===== src/rtl/rvc_pkg.sv =====
// rvc_pkg: shared types and constants for the rvc compressibility classifier
// holds the rv32i opcode and funct codes and the compressed form class encoding
// no dependencies
`default_nettype none

package rvc_pkg;

    localparam int unsigned InstrWidth = 32;
    localparam int unsigned ClassWidth = 5;

    typedef logic [6:0] opcode_t;

    localparam opcode_t OpReg    = 7'd51;
    localparam opcode_t OpJalr   = 7'd103;
    localparam opcode_t OpImm    = 7'd19;
    localparam opcode_t OpLui    = 7'd55;
    localparam opcode_t OpLoad   = 7'd3;
    localparam opcode_t OpStore  = 7'd35;
    localparam opcode_t OpBranch = 7'd99;
    localparam opcode_t OpJal    = 7'd111;

    localparam logic [6:0] F7Zero = 7'd0;
    localparam logic [6:0] F7Alt  = 7'd32;

    localparam logic [2:0] F3Add  = 3'd0;
    localparam logic [2:0] F3Sll  = 3'd1;
    localparam logic [2:0] F3Word = 3'd2;
    localparam logic [2:0] F3Xor  = 3'd4;
    localparam logic [2:0] F3Srx  = 3'd5;
    localparam logic [2:0] F3Or   = 3'd6;
    localparam logic [2:0] F3And  = 3'd7;
    localparam logic [2:0] F3Beq  = 3'd0;
    localparam logic [2:0] F3Bne  = 3'd1;

    localparam logic [4:0] RegZero = 5'd0;
    localparam logic [4:0] RegRa   = 5'd1;
    localparam logic [4:0] RegSp   = 5'd2;

    typedef enum logic [ClassWidth-1:0] {
        FC_NONE   = 5'd0,
        FC_ADD    = 5'd1,
        FC_MV     = 5'd2,
        FC_JR     = 5'd3,
        FC_JALR   = 5'd4,
        FC_LI     = 5'd5,
        FC_LUI    = 5'd6,
        FC_ADDI   = 5'd7,
        FC_SLLI   = 5'd8,
        FC_LW     = 5'd9,
        FC_SW     = 5'd10,
        FC_AND    = 5'd11,
        FC_OR     = 5'd12,
        FC_XOR    = 5'd13,
        FC_SUB    = 5'd14,
        FC_BEQZ   = 5'd15,
        FC_BNEZ   = 5'd16,
        FC_SRLI   = 5'd17,
        FC_SRAI   = 5'd18,
        FC_ANDI   = 5'd19,
        FC_J      = 5'd20,
        FC_JAL    = 5'd21,
        FC_BRANCH = 5'd22,
        FC_JUMP   = 5'd23
    } form_t;

endpackage

`default_nettype wire


===== src/rtl/rvc_decode.sv =====
// rvc_decode: combinational priority classifier for one rv32i instruction word
// depends on rvc_pkg for opcodes, funct codes and the form class type
`default_nettype none

module rvc_decode (
    input  wire logic [rvc_pkg::InstrWidth-1:0] instr,
    output rvc_pkg::form_t                      form
);

    function automatic logic is_prime(input logic [4:0] r);
        is_prime = (r[4:3] == 2'b01);
    endfunction

    logic [6:0]  op;
    logic [4:0]  rd;
    logic [2:0]  f3;
    logic [4:0]  rs1;
    logic [4:0]  rs2;
    logic [6:0]  f7;
    logic [11:0] imm12;
    logic [19:0] imm20;
    logic [11:0] soff;
    logic        reg_alu;
    logic        prime3;
    logic        imm12_fits6;
    logic        imm20_fits6;
    logic        lw_off_ok;
    logic        sw_off_ok;

    always_comb
    begin
        op      = instr[6:0];
        rd      = instr[11:7];
        f3      = instr[14:12];
        rs1     = instr[19:15];
        rs2     = instr[24:20];
        f7      = instr[31:25];
        imm12   = instr[31:20];
        imm20   = instr[31:12];
        soff    = {f7, rd};
        reg_alu = (op == rvc_pkg::OpReg);
        prime3  = is_prime(rs1) && is_prime(rs2) && (rs1 == rd);

        // signed range -32..31: upper bits all copies of the sign
        imm12_fits6 = (imm12[11:5] == 7'h00) || (imm12[11:5] == 7'h7F);
        imm20_fits6 = (imm20[19:5] == 15'h0000) || (imm20[19:5] == 15'h7FFF);

        // word-aligned offset up to 124
        lw_off_ok = (imm12[1:0] == 2'b00) && (imm12[11:7] == 5'd0);
        sw_off_ok = (soff[1:0] == 2'b00) && (soff[11:7] == 5'd0);

        if (reg_alu && rd != rvc_pkg::RegZero && rs2 != rvc_pkg::RegZero && rd == rs1
                && f3 == rvc_pkg::F3Add && f7 == rvc_pkg::F7Zero)
            form = rvc_pkg::FC_ADD;
        else if (reg_alu && rd != rvc_pkg::RegZero && rs2 != rvc_pkg::RegZero
                && rs1 == rvc_pkg::RegZero && f3 == rvc_pkg::F3Add && f7 == rvc_pkg::F7Zero)
            form = rvc_pkg::FC_MV;
        else if (op == rvc_pkg::OpJalr && rs1 != rvc_pkg::RegZero && rd == rvc_pkg::RegZero
                && f3 == rvc_pkg::F3Add && imm12 == 12'd0)
            form = rvc_pkg::FC_JR;
        else if (op == rvc_pkg::OpJalr && rs1 != rvc_pkg::RegZero && rd == rvc_pkg::RegRa
                && f3 == rvc_pkg::F3Add && imm12 == 12'd0)
            form = rvc_pkg::FC_JALR;
        else if (op == rvc_pkg::OpImm && rs1 == rvc_pkg::RegZero && rd != rvc_pkg::RegZero
                && f3 == rvc_pkg::F3Add && imm12_fits6)
            form = rvc_pkg::FC_LI;
        else if (op == rvc_pkg::OpLui && rd != rvc_pkg::RegZero && rd != rvc_pkg::RegSp
                && imm20 != 20'd0 && imm20_fits6)
            form = rvc_pkg::FC_LUI;
        else if (op == rvc_pkg::OpImm && rs1 == rd && rd != rvc_pkg::RegZero
                && f3 == rvc_pkg::F3Add && imm12 != 12'd0 && imm12_fits6)
            form = rvc_pkg::FC_ADDI;
        else if (op == rvc_pkg::OpImm && rs1 == rd && rd != rvc_pkg::RegZero
                && f3 == rvc_pkg::F3Sll && f7 == rvc_pkg::F7Zero)
            form = rvc_pkg::FC_SLLI;
        else if (op == rvc_pkg::OpLoad && is_prime(rd) && is_prime(rs1)
                && f3 == rvc_pkg::F3Word && lw_off_ok)
            form = rvc_pkg::FC_LW;
        else if (op == rvc_pkg::OpStore && f3 == rvc_pkg::F3Word && is_prime(rs1)
                && is_prime(rs2) && sw_off_ok)
            form = rvc_pkg::FC_SW;
        else if (reg_alu && f7 == rvc_pkg::F7Zero && f3 == rvc_pkg::F3And && prime3)
            form = rvc_pkg::FC_AND;
        else if (reg_alu && f7 == rvc_pkg::F7Zero && f3 == rvc_pkg::F3Or && prime3)
            form = rvc_pkg::FC_OR;
        else if (reg_alu && f7 == rvc_pkg::F7Zero && f3 == rvc_pkg::F3Xor && prime3)
            form = rvc_pkg::FC_XOR;
        else if (reg_alu && f7 == rvc_pkg::F7Alt && f3 == rvc_pkg::F3Add && prime3)
            form = rvc_pkg::FC_SUB;
        else if (op == rvc_pkg::OpBranch && f3 == rvc_pkg::F3Beq && is_prime(rs1)
                && rs2 == rvc_pkg::RegZero)
            form = rvc_pkg::FC_BEQZ;
        else if (op == rvc_pkg::OpBranch && f3 == rvc_pkg::F3Bne && is_prime(rs1)
                && rs2 == rvc_pkg::RegZero)
            form = rvc_pkg::FC_BNEZ;
        else if (op == rvc_pkg::OpImm && rs1 == rd && is_prime(rs1)
                && f3 == rvc_pkg::F3Srx && f7 == rvc_pkg::F7Zero)
            form = rvc_pkg::FC_SRLI;
        else if (op == rvc_pkg::OpImm && rs1 == rd && is_prime(rs1)
                && f3 == rvc_pkg::F3Srx && f7 == rvc_pkg::F7Alt)
            form = rvc_pkg::FC_SRAI;
        else if (op == rvc_pkg::OpImm && rs1 == rd && is_prime(rs1)
                && f3 == rvc_pkg::F3And && imm12_fits6)
            form = rvc_pkg::FC_ANDI;
        else if (op == rvc_pkg::OpJal && rd == rvc_pkg::RegZero)
            form = rvc_pkg::FC_J;
        else if (op == rvc_pkg::OpJal && rd == rvc_pkg::RegRa)
            form = rvc_pkg::FC_JAL;
        else if (op == rvc_pkg::OpBranch)
            form = rvc_pkg::FC_BRANCH;
        else if (op == rvc_pkg::OpJal)
            form = rvc_pkg::FC_JUMP;
        else
            form = rvc_pkg::FC_NONE;
    end

endmodule

`default_nettype wire


===== src/rtl/rvc_compressibility_classifier.sv =====
// rvc_compressibility_classifier: top level, input register, decode, result register
// depends on rvc_pkg and rvc_decode
//
//   channel  direction  handshake           payload
//   in       input      in_valid/in_stall   instruction[31:0]
//   out      output     out_valid/out_stall form_class[4:0]
//
// one transaction per cycle sustained while out_stall is low
// the word is held in the input register, classified by one shallow compare tree,
// and the class is held in the result register
// reset clears both valid flags; payload registers are not reset
// when out_stall holds a full result register, the input register still takes one
// transaction, then in_stall rises until the result moves on
`default_nettype none

module rvc_compressibility_classifier (
    input  wire logic                            clk,
    input  wire logic                            rst_n,
    input  wire logic                            in_valid,
    output logic                                 in_stall,
    input  wire logic [rvc_pkg::InstrWidth-1:0]  instruction,
    output logic                                 out_valid,
    input  wire logic                            out_stall,
    output logic      [rvc_pkg::ClassWidth-1:0]  form_class
);

    logic                           in_valid_reg;
    logic [rvc_pkg::InstrWidth-1:0] instr_reg;
    logic                           out_valid_reg;
    rvc_pkg::form_t                 form_reg;
    rvc_pkg::form_t                 form_next;
    logic                           out_adv;
    logic                           in_take;

    rvc_decode u_decode (
        .instr (instr_reg),
        .form  (form_next)
    );

    assign out_adv   = !out_valid_reg || !out_stall;
    assign in_stall  = in_valid_reg && !out_adv;
    assign in_take   = in_valid && !in_stall;
    assign out_valid = out_valid_reg;
    assign form_class = form_reg;

    always_ff @(posedge clk or negedge rst_n)
    begin
        if (!rst_n)
        begin
            in_valid_reg  <= 1'b0;
            out_valid_reg <= 1'b0;
        end
        else
        begin
            if (!in_stall)
                in_valid_reg <= in_valid;
            if (out_adv)
                out_valid_reg <= in_valid_reg;
        end
    end

    always_ff @(posedge clk)
    begin
        if (in_take)
            instr_reg <= instruction;
        if (in_valid_reg && out_adv)
            form_reg <= form_next;
    end

    a_in_capture : assert property (@(posedge clk) disable iff (!rst_n)
        in_take |=> in_valid_reg && instr_reg == $past(instruction))
        else $error("input register missed a transaction");

    a_in_hold : assert property (@(posedge clk) disable iff (!rst_n)
        in_valid_reg && !out_adv |=> in_valid_reg && $stable(instr_reg))
        else $error("input register lost a held word");

    a_out_load : assert property (@(posedge clk) disable iff (!rst_n)
        in_valid_reg && out_adv |=> out_valid_reg && form_reg == $past(form_next))
        else $error("result register did not take the decoded class");

    a_no_stall_empty : assert property (@(posedge clk) disable iff (!rst_n)
        !in_valid_reg |-> !in_stall)
        else $error("stall raised with an empty input register");

endmodule

`default_nettype wire


===== config.mk =====
export PLATFORM = sky130hd
export DESIGN_NAME = rvc_compressibility_classifier
export DESIGN_NICKNAME = d
export VERILOG_FILES = /design/src/rtl/rvc_pkg.sv /design/src/rtl/rvc_decode.sv /design/src/rtl/rvc_compressibility_classifier.sv
export SDC_FILE = /design/constraint.sdc
export NUM_CORES = 1
export LEC_CHECK = 0
export BUFFER_PORTS_ARGS = -buffer_cell sky130_fd_sc_hd__buf_2
export CAP_MARGIN = 20
export CORE_ASPECT_RATIO = 1.1
export CORE_MARGIN = 3
export CORE_UTILIZATION = 25
export CTS_CLUSTER_SIZE = 40
export DETAILED_ROUTE_END_ITERATION = 10
export GPL_ROUTABILITY_DRIVEN = 0
export GPL_TIMING_DRIVEN = 0
export PLACE_DENSITY = 0.53
export SLEW_MARGIN = 20
export SYNTH_ARGS = -nofsm -noshare
export SYNTH_HDL_FRONTEND = slang
export SYNTH_SLANG_ARGS = --single-unit

===== constraint.sdc =====
create_clock -name clk -period 3.1 [get_ports clk]
set_input_delay 0.62 -clock clk [delete_from_list [all_inputs] [get_ports clk]]
set_output_delay 0.62 -clock clk [all_outputs]
set_load 0.005 [all_outputs]

Word-level counts from Yosys, hierarchy flattened
Cells that the tools add are included.

Flip-flop bits (word level): 39. Latch bits: 0. RAM bits: 0. ROM bits: 0. Bits of input ports: 36. Memories: 0.

Add/sub/neg operators: 0. Multiply operators: 0. Divide/modulo/power cells: 0. Magnitude comparators: 0. Eq/ne operators: 24. Shift operators: 0. Multiplexer cells: 22. Bitwise operators: 0. Reduce and logical (&&, ||, !) cells: 94.

Operators with widths (number): 1-bit logical AND (69); 5-bit two-way mux (8); 4-bit two-way mux (8); 7-bit by 6-bit equality test with 1-bit output (second input constant) (4); 7-bit equality test (second input constant) (4); 5-bit logical NOT (4); 20-bit nonzero test (1); 15-bit equality test (second input constant) (1); 15-bit logical NOT (1); 5-bit nonzero test (3); 15-bit OR reduction (1); 3-bit equality test (second input constant) (4); 12-bit logical NOT (1); 3-bit two-way mux (4); 12-bit nonzero test (1); 5-bit equality test (2); 7-bit by 2-bit equality test with 1-bit output (second input constant) (1); 7-bit by 5-bit equality test with 1-bit output (second input constant) (1); 7-bit logical NOT (1); 7-bit OR reduction (1); 2-bit by 1-bit equality test with 1-bit output (second input constant) (3); 5-bit by 1-bit equality test with 1-bit output (second input constant) (1); 5-bit by 2-bit != test with 1-bit output (second input constant) (1); 1-bit logical NOT (4); other kinds (7) (11).

Depth between registers and ports, before layout
Word-level depth: 23. Gate-level depth with buffers: 7. Mapped depth without buffers: 6.

By module
A second synthesis with hierarchy kept.

Cell total of the unflattened synthesis: 179. Area, all modules: 2028.2 µm².

By module, submodules not included: rvc_compressibility_classifier (instances 1, cells an instance 45, area each 1203.7 µm²); rvc_decode (instances 1, cells an instance 134, area each 824.5 µm²).

Worst setup path after synthesis
Ideal clock, no wire load.

Path kind: flip-flop to flip-flop. Start: register instr_reg[30] (netlist name). End: register form_reg[4], in the netlist form_class[4], data pin. Setup time: 265 ps. Arrival time: 2052 ps. Path slack: 783 ps. Cell stages (with the launch flop): 8. Path buffers: 1. Period minus slack after synthesis: 2317 ps. Cell sequence: edfxtp_1 buf_6 or4b_1 or4_4 or3_4 o31a_1 o311ai_2 a21oi_2.

Word-level cells in the longest chain between the ends: 7. Elaborated cells on any way between the ends: 43.

Ends and longest elaborated chain: start: declaration (line rvc_compressibility_classifier.sv:28) `logic [rvc_pkg::InstrWidth-1:0] instr_reg;`; start signal: assignment (line rvc_compressibility_classifier.sv:65) `instr_reg <= instruction;`; 7-bit equality test or 7-bit logical NOT (tied branches) (line rvc_decode.sv:45, rvc_decode.sv:53, rvc_decode.sv:56); 1-bit logical OR (line rvc_decode.sv:45) `imm12_fits6 = (imm12[11:5] == 7'h00) || (imm12[11:5] == 7'h7F);`; 1-bit logical AND (line rvc_decode.sv:103) `&& f3 == rvc_pkg::F3And && imm12_fits6)`; 5-bit two-way mux (line rvc_decode.sv:102) `else if (op == rvc_pkg::OpImm && rs1 == rd && is_prime(rs1)`; 5-bit two-way mux (line rvc_decode.sv:99) `else if (op == rvc_pkg::OpImm && rs1 == rd && is_prime(rs1)`; 5-bit two-way mux (line rvc_decode.sv:96) `else if (op == rvc_pkg::OpImm && rs1 == rd && is_prime(rs1)`; 5-bit two-way mux (line rvc_decode.sv:93) `else if (op == rvc_pkg::OpBranch && f3 == rvc_pkg::F3Bne && is_prime(rs1)`; end signal: assignment (line rvc_compressibility_classifier.sv:67) `form_reg <= form_next;`; end: declaration (line rvc_compressibility_classifier.sv:30) `rvc_pkg::form_t form_reg;`.

Several ways; a longest one is shown, not always the timed one. A chain may end at the register's enable or synchronous reset.

Worst setup path in the final report
Start: register instr_reg[29] (netlist name). End: register form_reg[1], in the netlist form_class[1], data pin.

Word-level cells in the longest chain between the ends: 21. Elaborated cells on any way between the ends: 56.

Ends and longest elaborated chain: 7-bit equality test or 7-bit logical NOT (tied branches) (line rvc_decode.sv:45, rvc_decode.sv:53, rvc_decode.sv:56); 1-bit logical OR (line rvc_decode.sv:45); 1-bit logical AND (line rvc_decode.sv:103); 5-bit two-way mux (line rvc_decode.sv:102); 5-bit two-way mux (line rvc_decode.sv:99); 5-bit two-way mux (line rvc_decode.sv:96); 5-bit two-way mux (line rvc_decode.sv:93); 4-bit two-way mux (line rvc_decode.sv:90) `else if (op == rvc_pkg::OpBranch && f3 == rvc_pkg::F3Beq && is_prime(rs1)`; [... 5 more ...]; 4-bit two-way mux (line rvc_decode.sv:76) `else if (op == rvc_pkg::OpLoad && is_prime(rd) && is_prime(rs1)`; 4-bit two-way mux (line rvc_decode.sv:73) `else if (op == rvc_pkg::OpImm && rs1 == rd && rd != rvc_pkg::RegZero`; 3-bit two-way mux (line rvc_decode.sv:70) `else if (op == rvc_pkg::OpImm && rs1 == rd && rd != rvc_pkg::RegZero`; 3-bit two-way mux (line rvc_decode.sv:67) `else if (op == rvc_pkg::OpLui && rd != rvc_pkg::RegZero && rd != rvc_pkg::RegSp`; 3-bit two-way mux (line rvc_decode.sv:64) `else if (op == rvc_pkg::OpImm && rs1 == rvc_pkg::RegZero && rd != rvc_pkg::RegZero`; 3-bit two-way mux (line rvc_decode.sv:61) `else if (op == rvc_pkg::OpJalr && rs1 != rvc_pkg::RegZero && rd == rvc_pkg::RegRa`; 2-bit two-way mux (line rvc_decode.sv:58) `else if (op == rvc_pkg::OpJalr && rs1 != rvc_pkg::RegZero && rd == rvc_pkg::RegZero`; 2-bit two-way mux (line rvc_decode.sv:55) `else if (reg_alu && rd != rvc_pkg::RegZero && rs2 != rvc_pkg::RegZero`.

Several ways; a longest one is shown, not always the timed one.

==> impl_metrics.json <==
{
  "synthFlopType": "edfxtp_1",
  "antenna_found_initial": 0,
  "p_per_area_nw_per_um2": 431,
  "ir_drop_mv": 0.235,
  "clock_sinks": 39,
  "via_count": 1576,
  "wl_per_cell_um": 14.1,
  "grtUsageMet3": 0.0239,
  "status": "complete, no violations",
  "hold_path_class": "in2async",
  "hpwlAfterDp_um": 3630,
  "wl_um": 4650,
  "nNetsFinal": 260,
  "grt_util_met1": 0.130,
  "cts_tree": "yes",
  "grt_max_degree": 33,
  "post-cts-setup-buffer-count": 0,
  "die_y_um": 101,
  "netlist.area_leader.share": 0.547,
  "drt_iter0_drc": 131,
  "drtPass1Iterations": 4,
  "clockBufferDepth": 2,
  "synth_edf_count": 37,
  "post-route-util": 0.319,
  "largest_register_ffs": 32,
  "ant_nets": 0,
  "max_freq_mhz": 398,
  "finalClockSkew_ns": 0.00601,
  "start_kind": "register",
  "grt.total_usage": 0.106,
  "ys_ff_latch": 39,
  "ys_seq_area_frac": 0.572,
  "synth_warnings": 0,
  "critPathArrivalTime_ns": 2.66,
  "crit_fanout": 4,
  "cts_root_buf": "clkbuf_8",
  "yosys.area_share.simple": 0.267,
  "initial_core_util": 0.264,
  "synthesis.nets": 211,
  "synth_compound_area_frac": 0.104,
  "yosysTopAreaCell": "edfxtp_1",
  "rsz0062_at_grt": "no",
  "maxSlewHeadroom": 0.418,
  "avgSynthCellArea_um2": 11.6,
  "drc_errors": 0,
  "cts-buffers-inserted": 5,
  "netlist_top_cells_area": "edfxtp_1 (55%), nor2_1 (3.0%), dfrtp_1 (2.5%), nand3_1 (2.2%), nand2_1 (2.2%)",
  "muxShareOfSynthArea": 0.00493,
  "rows": 33,
  "reg2reg_depth": 6,
  "async_flop_share": 0.0513,
  "critPathCaptureType": "register",
  "yosys-top-cells-count": "edfxtp_1 (37), nor2_1 (16), nand2_1 (12)",
  "dieArea_um2": 9240,
  "slew_violations": 0,
  "synth_top_family_by_area": "simple AND/OR/NAND/NOR gates",
  "grt-busiest-layer": "met2",
  "cts_resized": 0,
  "synthAdderAreaFrac": 0,
  "core-area_um2": 7680,
  "use_met2": 0.178,
  "antenna_cells": 0,
  "clk_latency_ns": 0.29,
  "timing.final.crit_period_ns": 2.51,
  "fin_crit_sh": 0.810,
  "die_w_um": 91.9,
  "synth_area_um2": 2030,
  "synthXorXnorAreaFrac": 0.0259,
  "synth_cell_types": 51,
  "syn2layout_area_growth_pct": 20.7,
  "post-route-cell-area_um2": 2450,
  "cts_max_level": 2,
  "drive_gt1_frac": 0.277,
  "p_leak_nw": 0.860,
  "grt_pass1_wl_um": 7750,
  "yosysMostFrequentCell": "edfxtp_1",
  "num_io_pins": 43,
  "io_buffers": 42,
  "clk_pin_slew_worst_paths_ns": 0.07,
  "path_class": "reg2reg",
  "tightest_slew_ns": 0.866,
  "vias_per_cell": 4.79,
  "grt_pass1_vias": 1596,
  "synth_cells": 175,
  "place_area_um2": 2370,
  "maxCapViolCount": 0,
  "fin_tns_setup_ns": 0,
  "finalSetupViolCount": 0,
  "grt-ovfl-total": 0,
  "hold_violations": 0,
  "postCtsHoldBufs": 0,
  "cp.required_ns": 3.24
}
worst max-delay path, stage by stage (launching register included):
cell and delay [ns]:
edfxtp_1 0.39, or4_4 0.56, nor4_1 0.67, and3_1 0.30, a21oi_1 0.09, o2111a_1 0.26
nand3_1 0.09
logic make-up after synthesis:
| group | count (synthesis) |
|---|---|
| simple gates | 92 |
| flops | 39 |
| compound gates | 27 |
| buf+inv | 10 |
| xor+xnor | 6 |
| mux | 1 |
metal layers:
| layer | wire length [µm] | vias up |
|---|---|---|
| li1 | - | 783 |
| met1 | 2050 | 728 |
| met2 | 2340 | 59 |
| met3 | 218 | 6 |
| met4 | 49 | 0 |
| met5 | 0 | - |
layout make-up:
type	count	area, µm²
Fill cell	823	5230
Sequential cell	39	1160
Multi-Input combinational cell	126	817
Timing Repair Buffer	42	210
Tap cell	105	131
Clock buffer	5	68.8
Buffer	5	35.0
Inverter	5	18.8
Clock inverter	2	8.76
worst paths after layout:
| path | start | endpoint | slack [ns] |
|---|---|---|---|
| worst min register to register | in_valid_reg | out_valid | 0.48 |
| worst min-delay path | rst_n | in_valid_reg | 0.11 |
| max in group asynchronous | rst_n | out_valid | 2.89 |
| worst max register to register | instr_reg[29] | form_class[1] | 0.59 |
| min in group clk | in_valid_reg | out_valid | 0.48 |
| worst max-delay path | instr_reg[29] | form_class[1] | 0.59 |
cells in the final DEF, fill, tap and decap left out, types with 5 or more instances in the layout:
cell,count
buf_2,43
edfxtp_1,37
nor2_1,16
nand2_1,12
nand3_1,9
nand4_1,7
nor4_1,7
nor3_1,6
inv_1,5
xnor2_1,5
or4_1,5
clkbuf_8,5
power breakdown:
part           total [mW]  internal (mW)  switching [mW]
clock network       0.312          0.150           0.162
logic               0.103         0.0473          0.0558
registers           0.642          0.618          0.0242
through the flow:
stage / setup WS [ns] / power, mW / hold slack [ns] / std cells
floorplan: 0.783 / 0.707 / 0.324 / 175
global placement: 0.648 / 0.756 / 0.409 / 322
detailed placement: 0.654 / 0.759 / 0.412 / 322
finish: 0.589 / 1.06 / 0.111 / 329
global route: 0.491 / 1.11 / 0.102 / 329
CTS: 0.637 / 1.08 / 0.104 / 329
Note: power is estimated with default switching activity, not from simulation.
